`src/hw/rtl/assert_macros.svh`:
```
// Assertion macros shared by the RTL modules.
// Each macro expects signals named clk and rst_n in the calling scope.
`ifndef ASSERT_MACROS_SVH
`define ASSERT_MACROS_SVH

// Property that must hold at every clock edge outside reset
`define ASSERT_ALWAYS(label, expr, msg) \
  label: assert property (@(posedge clk) disable iff (!rst_n) (expr)) else $error(msg);

// Antecedent in one cycle implies consequent in the next cycle
`define ASSERT_NEXT(label, ante, cons, msg) \
  label: assert property (@(posedge clk) disable iff (!rst_n) (ante) |=> (cons)) \
    else $error(msg);

`endif

```
`src/hw/rtl/ist_pkg.sv`:
```
`timescale 1ns / 1ps
package ist_pkg;

  localparam int DATA_W       = 32;
  localparam int POS_W        = 4;
  localparam int DEF_CAPACITY = 16;

  // Commands from controller to datapath
  typedef struct packed {
    logic insert;  // place the incoming value into the chain
    logic drop;    // incoming value lost, chain is full
    logic shift;   // move head of chain into the output register
  } ist_cmd_t;

  // Status from datapath to controller
  typedef struct packed {
    logic full;      // chain holds CAPACITY values
    logic last_one;  // exactly one value left in the chain
  } ist_status_t;

endpackage

```
`src/hw/rtl/ist_dpath.sv`:
```
`timescale 1ns / 1ps
`include "assert_macros.svh"
module ist_dpath #(
  parameter int CAPACITY = ist_pkg::DEF_CAPACITY
) (
  input  logic                             clk,
  input  logic                             rst_n,
  input  ist_pkg::ist_cmd_t                cmd,
  output ist_pkg::ist_status_t             status,
  input  logic signed [ist_pkg::DATA_W-1:0] in_value,
  output logic signed [ist_pkg::DATA_W-1:0] out_value,
  output logic        [ist_pkg::POS_W-1:0]  out_position,
  output logic                             out_end,
  output logic                             out_overflow
);
  import ist_pkg::*;

  localparam int FILL_W = $clog2(CAPACITY + 1);

  logic signed [DATA_W-1:0] val_r   [CAPACITY];
  logic signed [DATA_W-1:0] val_nxt [CAPACITY];
  logic        [POS_W-1:0]  pos_r   [CAPACITY];
  logic        [POS_W-1:0]  pos_nxt [CAPACITY];
  logic        [CAPACITY-1:0] ins;

  logic [FILL_W-1:0] fill_r, fill_nxt;
  logic              dropped_r, dropped_nxt;
  logic [POS_W-1:0]  new_pos;

  logic signed [DATA_W-1:0] out_value_r;
  logic        [POS_W-1:0]  out_position_r;
  logic                     out_end_r;
  logic                     out_overflow_r;

  // arrival position of the incoming value, low bits only
  assign new_pos = POS_W'(fill_r);

  // Insertion chain: a cell takes a new entry when its stored value is
  // strictly greater than the incoming one, or when it is the first free
  // cell. Equal values stay ahead, so ties keep arrival order.
  for (genvar g = 0; g < CAPACITY; g++) begin : g_cell
    assign ins[g] = ((fill_r > FILL_W'(g)) && (val_r[g] > in_value)) ||
                    (fill_r == FILL_W'(g));

    always_comb begin
      val_nxt[g] = val_r[g];
      pos_nxt[g] = pos_r[g];
      if (cmd.shift) begin
        if (g < CAPACITY - 1) begin
          val_nxt[g] = val_r[(g < CAPACITY - 1) ? g + 1 : g];
          pos_nxt[g] = pos_r[(g < CAPACITY - 1) ? g + 1 : g];
        end
      end else if (cmd.insert && ins[g]) begin
        if (g > 0 && ins[(g > 0) ? g - 1 : g]) begin
          val_nxt[g] = val_r[(g > 0) ? g - 1 : g];
          pos_nxt[g] = pos_r[(g > 0) ? g - 1 : g];
        end else begin
          val_nxt[g] = in_value;
          pos_nxt[g] = new_pos;
        end
      end
    end

    always_ff @(posedge clk) begin
      val_r[g] <= val_nxt[g];
      pos_r[g] <= pos_nxt[g];
    end
  end

  // Fill count and drop flag
  always_comb begin
    fill_nxt    = fill_r;
    dropped_nxt = dropped_r;
    if (cmd.insert) begin
      fill_nxt = fill_r + FILL_W'(1);
    end
    if (cmd.drop) begin
      dropped_nxt = 1'b1;
    end
    if (cmd.shift) begin
      fill_nxt = fill_r - FILL_W'(1);
      if (fill_r == FILL_W'(1)) begin
        dropped_nxt = 1'b0;
      end
    end
  end

  always_ff @(posedge clk) begin
    if (!rst_n) begin
      fill_r    <= '0;
      dropped_r <= 1'b0;
    end else begin
      fill_r    <= fill_nxt;
      dropped_r <= dropped_nxt;
    end
  end

  // Output payload register, loaded from the head of the chain
  always_ff @(posedge clk) begin
    if (cmd.shift) begin
      out_value_r    <= val_r[0];
      out_position_r <= pos_r[0];
      out_end_r      <= (fill_r == FILL_W'(1));
      out_overflow_r <= dropped_r;
    end
  end

  assign out_value       = out_value_r;
  assign out_position    = out_position_r;
  assign out_end         = out_end_r;
  assign out_overflow    = out_overflow_r;
  assign status.full     = (fill_r == FILL_W'(CAPACITY));
  assign status.last_one = (fill_r == FILL_W'(1));

  `ASSERT_ALWAYS(a_fill_bound, fill_r <= FILL_W'(CAPACITY), "fill count above capacity")
  `ASSERT_ALWAYS(a_shift_nonempty, !cmd.shift || fill_r != '0, "shift from empty chain")
  `ASSERT_ALWAYS(a_insert_room, !cmd.insert || !status.full, "insert into full chain")

endmodule

```
`src/hw/rtl/ist_ctrl.sv`:
```
`timescale 1ns / 1ps
`include "assert_macros.svh"
module ist_ctrl (
  input  logic                 clk,
  input  logic                 rst_n,
  input  logic                 in_valid,
  input  logic                 in_final_item,
  output logic                 in_stall,
  output logic                 out_valid,
  input  logic                 out_stall,
  output ist_pkg::ist_cmd_t    cmd,
  input  ist_pkg::ist_status_t status
);
  import ist_pkg::*;

  localparam logic [0:0] ST_LOAD = 1'b0;
  localparam logic [0:0] ST_EMIT = 1'b1;

  logic [0:0] state_r, state_nxt;
  logic       out_valid_r, out_valid_nxt;
  logic       accept;
  logic       out_free;

  assign in_stall = (state_r != ST_LOAD);
  assign accept   = in_valid && !in_stall;
  assign out_free = !out_valid_r || !out_stall;

  // Sequencer: load values until the final one, then drain the chain
  always_comb begin
    state_nxt  = state_r;
    cmd.insert = 1'b0;
    cmd.drop   = 1'b0;
    cmd.shift  = 1'b0;
    unique case (state_r)
      ST_LOAD: begin
        if (accept) begin
          cmd.insert = !status.full;
          cmd.drop   = status.full;
          if (in_final_item) begin
            state_nxt = ST_EMIT;
          end
        end
      end
      ST_EMIT: begin
        if (out_free) begin
          cmd.shift = 1'b1;
          if (status.last_one) begin
            state_nxt = ST_LOAD;
          end
        end
      end
      default: state_nxt = ST_LOAD;
    endcase
  end

  // Output valid: set on a shift, cleared once the transfer completes
  always_comb begin
    if (cmd.shift) begin
      out_valid_nxt = 1'b1;
    end else if (!out_stall) begin
      out_valid_nxt = 1'b0;
    end else begin
      out_valid_nxt = out_valid_r;
    end
  end

  always_ff @(posedge clk) begin
    if (!rst_n) begin
      state_r     <= ST_LOAD;
      out_valid_r <= 1'b0;
    end else begin
      state_r     <= state_nxt;
      out_valid_r <= out_valid_nxt;
    end
  end

  assign out_valid = out_valid_r;

  `ASSERT_NEXT(a_final_to_emit, accept && in_final_item, state_r == ST_EMIT, "final item did not start drain")
  `ASSERT_NEXT(a_shift_valid, cmd.shift, out_valid_r, "shifted result not presented")
  `ASSERT_ALWAYS(a_no_shift_when_blocked, !cmd.shift || out_free, "shift overwrote pending result")

endmodule

```
`src/hw/rtl/index_tagged_sorter_core.sv`:
```
`timescale 1ns / 1ps
// Index-tagged sorter.
// Input channel (in_valid / in_stall): one signed 32-bit value per transfer;
// in_final_item marks the last value of a set. Each value is inserted into a
// sorted chain of CAPACITY cells in the cycle it is accepted, so loading runs
// at one value per cycle. Values beyond CAPACITY are dropped and flagged.
// After the final value is accepted, in_stall is held high while the chain
// drains: the controller enters its drain state, then each shift loads the
// head of the chain into the output register, one result per cycle while
// out_stall is low, ascending, each with its arrival position. Equal values
// keep arrival order. out_end_of_run marks the last result; out_overflow_flag
// is set on every result of a set that lost values. The next set may start
// loading as soon as the last result sits in the output register. The drain
// rate is one shift of the chain per cycle. When out_stall is high the output
// register holds its result and the chain waits. Reset (rst_n low, synchronous)
// empties the chain and clears the drop flag and output valid.
module index_tagged_sorter_core #(
  parameter int CAPACITY = ist_pkg::DEF_CAPACITY
) (
  input  logic                               clk,
  input  logic                               rst_n,
  input  logic                               in_valid,
  output logic                               in_stall,
  input  logic signed [ist_pkg::DATA_W-1:0]  in_sample_value,
  input  logic                               in_final_item,
  output logic                               out_valid,
  input  logic                               out_stall,
  output logic signed [ist_pkg::DATA_W-1:0]  out_sorted_value,
  output logic        [ist_pkg::POS_W-1:0]   out_source_position,
  output logic                               out_end_of_run,
  output logic                               out_overflow_flag
);
  import ist_pkg::*;

  ist_cmd_t    cmd;
  ist_status_t status;

  ist_ctrl u_ctrl (
    .clk           (clk),
    .rst_n         (rst_n),
    .in_valid      (in_valid),
    .in_final_item (in_final_item),
    .in_stall      (in_stall),
    .out_valid     (out_valid),
    .out_stall     (out_stall),
    .cmd           (cmd),
    .status        (status)
  );

  ist_dpath #(
    .CAPACITY (CAPACITY)
  ) u_dpath (
    .clk          (clk),
    .rst_n        (rst_n),
    .cmd          (cmd),
    .status       (status),
    .in_value     (in_sample_value),
    .out_value    (out_sorted_value),
    .out_position (out_source_position),
    .out_end      (out_end_of_run),
    .out_overflow (out_overflow_flag)
  );

endmodule

```
`config.mk`:
```
export PLATFORM = sky130hd
export DESIGN_NAME = index_tagged_sorter_core
export DESIGN_NICKNAME = d
export VERILOG_FILES = /design/src/hw/rtl/ist_pkg.sv /design/src/hw/rtl/ist_dpath.sv /design/src/hw/rtl/ist_ctrl.sv /design/src/hw/rtl/index_tagged_sorter_core.sv
export VERILOG_INCLUDE_DIRS = /design/src /design/src/hw/rtl
export SDC_FILE = /design/constraint.sdc
export NUM_CORES = 2
export LEC_CHECK = 0
export ABC_AREA = 1
export BUFFER_PORTS_ARGS = -buffer_cell sky130_fd_sc_hd__buf_2
export CAP_MARGIN = 10
export CORE_UTILIZATION = 33
export DETAILED_ROUTE_END_ITERATION = 16
export GPL_ROUTABILITY_DRIVEN = 0
export PLACE_DENSITY = 0.44
export RECOVER_POWER = 25
export REMOVE_ABC_BUFFERS = 1
export SLEW_MARGIN = 20
export SYNTH_ARGS = -nofsm -noshare
export SYNTH_HDL_FRONTEND = slang
export SYNTH_HIERARCHICAL = 1
export SYNTH_SLANG_ARGS = --single-unit
```
`constraint.sdc`:
```
create_clock -name clk -period 12 [get_ports clk]
set_clock_uncertainty 0.2 [all_clocks]
set_input_delay 1.8 -clock clk [delete_from_list [all_inputs] [get_ports clk]]
set_output_delay 1.8 -clock clk [all_outputs]
set_load 0.01 [all_outputs]
```
# Word-level counts from Yosys, hierarchy flattened

Memories as Yosys holds them, arrays and structs flattened.
Index checks and enable logic that the tools add are counted.

Bits in read-only memories: 0
Logic and storage cells: 228
Bits in latches: 0
RAM bits: 576
Output and inout port bits: 40
Bits of input ports: 37
Memories kept: 2
Register bits after elaboration: 46

Mux-type cells: 110
$mul: 0
Reduce and logical (&&, ||, !) cells: 56
Eq/ne operators: 17
Shift-type cells: 0
Div/mod/pow operators: 0
$add $sub $neg: 2
Bitwise operators: 1
$lt $le $gt $ge: 32

Memory list:

| memory        | depth | bits a word | rd ports | clocked after Yosys merged registers in | wr ports | line            | text |
|---|---|---|---|---|---|---|---|
| u_dpath.val_r | 16    | 32          | 16       | 0                                       | 16       | ist_dpath.sv:20 | `logic signed [DATA_W-1:0] val_r [CAPACITY];` |
| u_dpath.pos_r | 16    | 4           | 16       | 0                                       | 16       | ist_dpath.sv:22 | `logic [POS_W-1:0] pos_r [CAPACITY];` |

Operator list:

| cell                | count |
|---|---|
| $mux 32             | 47 |
| $gt 32x32->1        | 16 |
| $mux 4              | 47 |
| $eq 5x4->1 const B  | 8 |
| $gt 5x4->1 const B  | 8 |
| $logic_and 1x1->1   | 33 |
| $eq 5x3->1 const B  | 4 |
| $gt 5x3->1 const B  | 4 |
| $logic_or 1x1->1    | 17 |
| $mux 1              | 11 |
| $eq 5x2->1 const B  | 2 |
| $gt 5x1->1 const B  | 2 |
| $gt 5x2->1 const B  | 2 |
| $mux 5              | 2 |
| $add 5x1->5 const B | 1 |
| $eq 5x1->1 const B  | 1 |
| $eq 5x5->1 const B  | 1 |
| $logic_not 5->1     | 1 |
| $sub 5x1->5 const B | 1 |
| $logic_not 1->1     | 4 |
| $mux 2              | 2 |
| $ne 2x1->1 const B  | 1 |
| $pmux 1 s2          | 1 |
| $reduce_bool 2->1   | 1 |
| $not 1->1           | 1 |

# Longest topological paths before layout

Word-level depth: 7
Mapped depth: 21
Depth with buffers taken out: 20

# Modules after synthesis

The synthesis kept the hierarchy.

Modules (own cells, without submodules):

| module    | area each (um2) | cells each | times used | seq. area each (um2) |
|---|---|---|---|---|
| ist_dpath | 46314.4         | 5991       | 1          | 18557.8 |
| ist_ctrl  | 105.1           | 16         | 1          | 40.0 |

# Worst setup path before layout

OpenSTA, ideal clock, no wires.

Path kind: input port to flip-flop
Start: input port in_sample_value[29] (netlist name)
End: memory u_dpath.pos_r[13][0], in the netlist u_dpath/pos_r[1][20] (enable)
Data arrival time: 5797 ps
Setup time: 451 ps
Slack: 5552 ps
Stages: 14
Required time: 11349 ps
Path buffers: 3
Path through: inv_1 clkbuf_1 ha_1 a21oi_1 nor2_1 nor3_1 nand2_1 a21oi_1 nand2_1 nand2_1 nand3_2 buf_6 buf_6 a31oi_1

RTL lines:

| what               | line                           | text |
|---|---|---|
| start: declaration | index_tagged_sorter_core.sv:24 | `input logic signed [ist_pkg::DATA_W-1:0] in_sample_value,` |
| end: declaration   | ist_dpath.sv:22                |  |

==> reports/metrics.yaml <==
outcome: "complete, but fails checks"
violations: "max-capacitance violations, max-slew violations"
synth_compound_area_frac: 0.0537
coreArea_um2: 140000
row_count: 137
first_iter_violations: 2249
cts_setup_buffers: 0
cts_buffers: 85
dp_slack_ps: 5630
min_path_type: "reg2reg"
grtUsageTotal: 0.190
hpwl_um: 98200
drc_errors: 0
grt-ovfl-total: 0
async_reset_ff_frac: 0
tightestPinTransition_ps: 3290
route.met3.wl_um: 4090
met2_length_um: 61800
firstDrtPassIters: 5
fin_cells: 7888
crit_required_ps: 12040
ctsHoldBuffers: 0
setup_viol: 0
grt_pass1_wl_um: 218000
antenna_found_initial: 2
vias_per_cell: 4.76
p_leak_nw: 24.2
min_period_ps: 7850
fillers: 14800
routed.top_layer: "met4"
rsz0062_at_grt: "false"
nNetsFinal: 6495
io_buffers: 76
crit_start: "in_sample_value[10]"
cts_buffer_depth: 3
die_area_um2: 142000
cts_resized: 0
synth-xor-area-share: 0.000189
seq_area_frac_synth: 0.401
endpoint_kind: "flop"
synth_adder_area_share: 0.140
ys_ff_latch: 622
fin_ws_ps: 4150
cp_data_arrival_time_ps: 7880
syn_area_per_cell_um2: 7.73
min-delay-start: "u_dpath/pos_r[0][2]"
setup_tns_ps: 0
clock-sinks: 622
power.density_nw_per_um2: 152
max_freq_mhz: 127
crit_path_max_incr_delay_ps: 1700
synth_top_family_by_area: "simple AND/OR/NAND/NOR gates"
die_h_um: 377
maxCapViolations: 14
ys_top_cells_by_area: "edfxtp_1 40%, nand2_1 17%, ha_1 14%"
syn_inst: 6007
grt_max_degree: 183
vias: 37600
clkTransAtPathRegs_ps: 60
finalMaxSlewViolations: 521
wl_met1_um: 66900
synth_mux_area_frac: 0
cts_tree: "done"
path_max_fanout: 38
slowest_stage: "clkbuf_1"
rr_startpoint: "u_ctrl/in_stall"
wl_per_cell_um: 17.2
die_w_um: 377
synth_area_leader_cell: "edfxtp_1"
cp-start-kind: "input port"
crit_top_cell: "nand2_1"
crit_chain: "buf_2, inv_1, clkbuf_1, clkbuf_1, ha_1, nand2_1, o21ai_0, a21oi_1, nand2_1, nand2_1, nand2_1, nand2_1, nand3_1, clkbuf_1, a31oi_4, clkbuf_1"
netlist_area_um2: 46400
final_cell_mix: "2126 x nand2_1, 1009 x nand3_1, 646 x inv_1"
synth-simple-area-share: 0.317
place_inst: 7729
hold_violations: 0
period_share: 0.654
yosysWarnings: 6
clkLatencyLatePin_ps: 680
finalWirelength_um: 136000
yosys.cell_types.count: 45
critPathKind: "in2reg"
slew_headroom: -1.20
clock-root-buffer: "clkbuf_16"
peakVddDrop_v: 0.0000877
postRouteAntennaNets: 0
final_common_cell: "nand2_1"
start_util: 0.333
htree_levels: 3
synthToLayoutAreaGrowth_pct: 9.94
drive_above_1_share: 0.0562
yosysTopAreaCellShare: 0.397
grt_pass1_vias: 38400
ios: 77
synth_edf_count: 614
synth-main-ff-cell: "edfxtp_1"
sequential cells by signal, indices dropped and copies added (netlist names):
register	flops
u_dpath/pos_r	64
u_dpath/out_overflow	1
u_dpath/dropped_r	1
u_ctrl/out_valid	1
u_dpath/val_r	512
u_dpath/out_end	1
u_dpath/out_position	4
u_dpath/fill_r	5
u_ctrl/in_stall	1
u_dpath/out_value	32
Yosys cell counts, types with 9 or more instances:
master    instances
nand2_1        2128
inv_1           645
nand3_2          45
nor2_1          156
a21oi_1         287
a22oi_1           9
nand4_1          38
clkbuf_1        153
o21ai_0         111
buf_6            33
buf_4            38
o21a_1           25
nor3_1           11
a21o_1           10
edfxtp_1        614
inv_2             9
nand2_2          16
buf_1            23
nand3_1        1008
buf_2            74
ha_1            518
a31oi_1          14
worst paths after layout:
kind / to / slack, ps / cells past startpoint
worst max register to register: u_dpath/val_r[1][137] / 5060 / 7
worst min register to register: u_dpath/out_position[2] / 260 / 0
worst max-delay path: u_dpath/val_r[1][75] / 4150 / 16
worst min-delay path: u_dpath/out_position[2] / 260 / 0
logic make-up after synthesis:
logic type / count (synthesis)
simple gates: 3424
buf+inv: 975
flops: 622
fa+ha+maj: 518
compound gates: 467
xor+xnor: 1
worst max-delay path: cells and delay by family:
family | cells | cell delay (ps)
AOI/OAI and AO/OA | 3 | 720
adders and majority gates | 1 | 360
buffers and inverters | 6 | 4440
and+or+nand+nor | 6 | 520
report_power, final:
group	switching (mW)	internal, mW	total (mW)
Sequential	0.217	2.84	3.06
Combinational	1.43	0.702	2.14
Clock	1.04	1.50	2.54
per-layer routing:
layer  global-route usage  up-vias
met4               0.0457        0
li1                     -    19900
met2                0.321      515
met3               0.0219      139
met5                    0        -
met1                0.259    17000
through the flow:
stage               hold WS, ps  cell area, um2  total power [mW]   util
floorplan                   209           44700              4.72      -
global placement            240           48400              5.23  0.347
detailed placement          249           48400              5.27  0.347
CTS                         264           51200              7.87  0.367
global route                278           51000              8.28  0.366
finish                      257           51000              7.74  0.366
layout make-up:
cell class	instances	area [um2]	share of cell area
clock inverters	52	435	0.00853
inverters	654	2460	0.0483
well taps	1876	2350	0.0460
diodes	1	2.50	0.0000490
repair buffers	167	1000	0.0196
clock buffers	106	2290	0.0449
multi-input cells	4410	23900	0.468
flip-flops and latches	622	18600	0.364
Note: power is estimated with default switching activity, not from simulation.
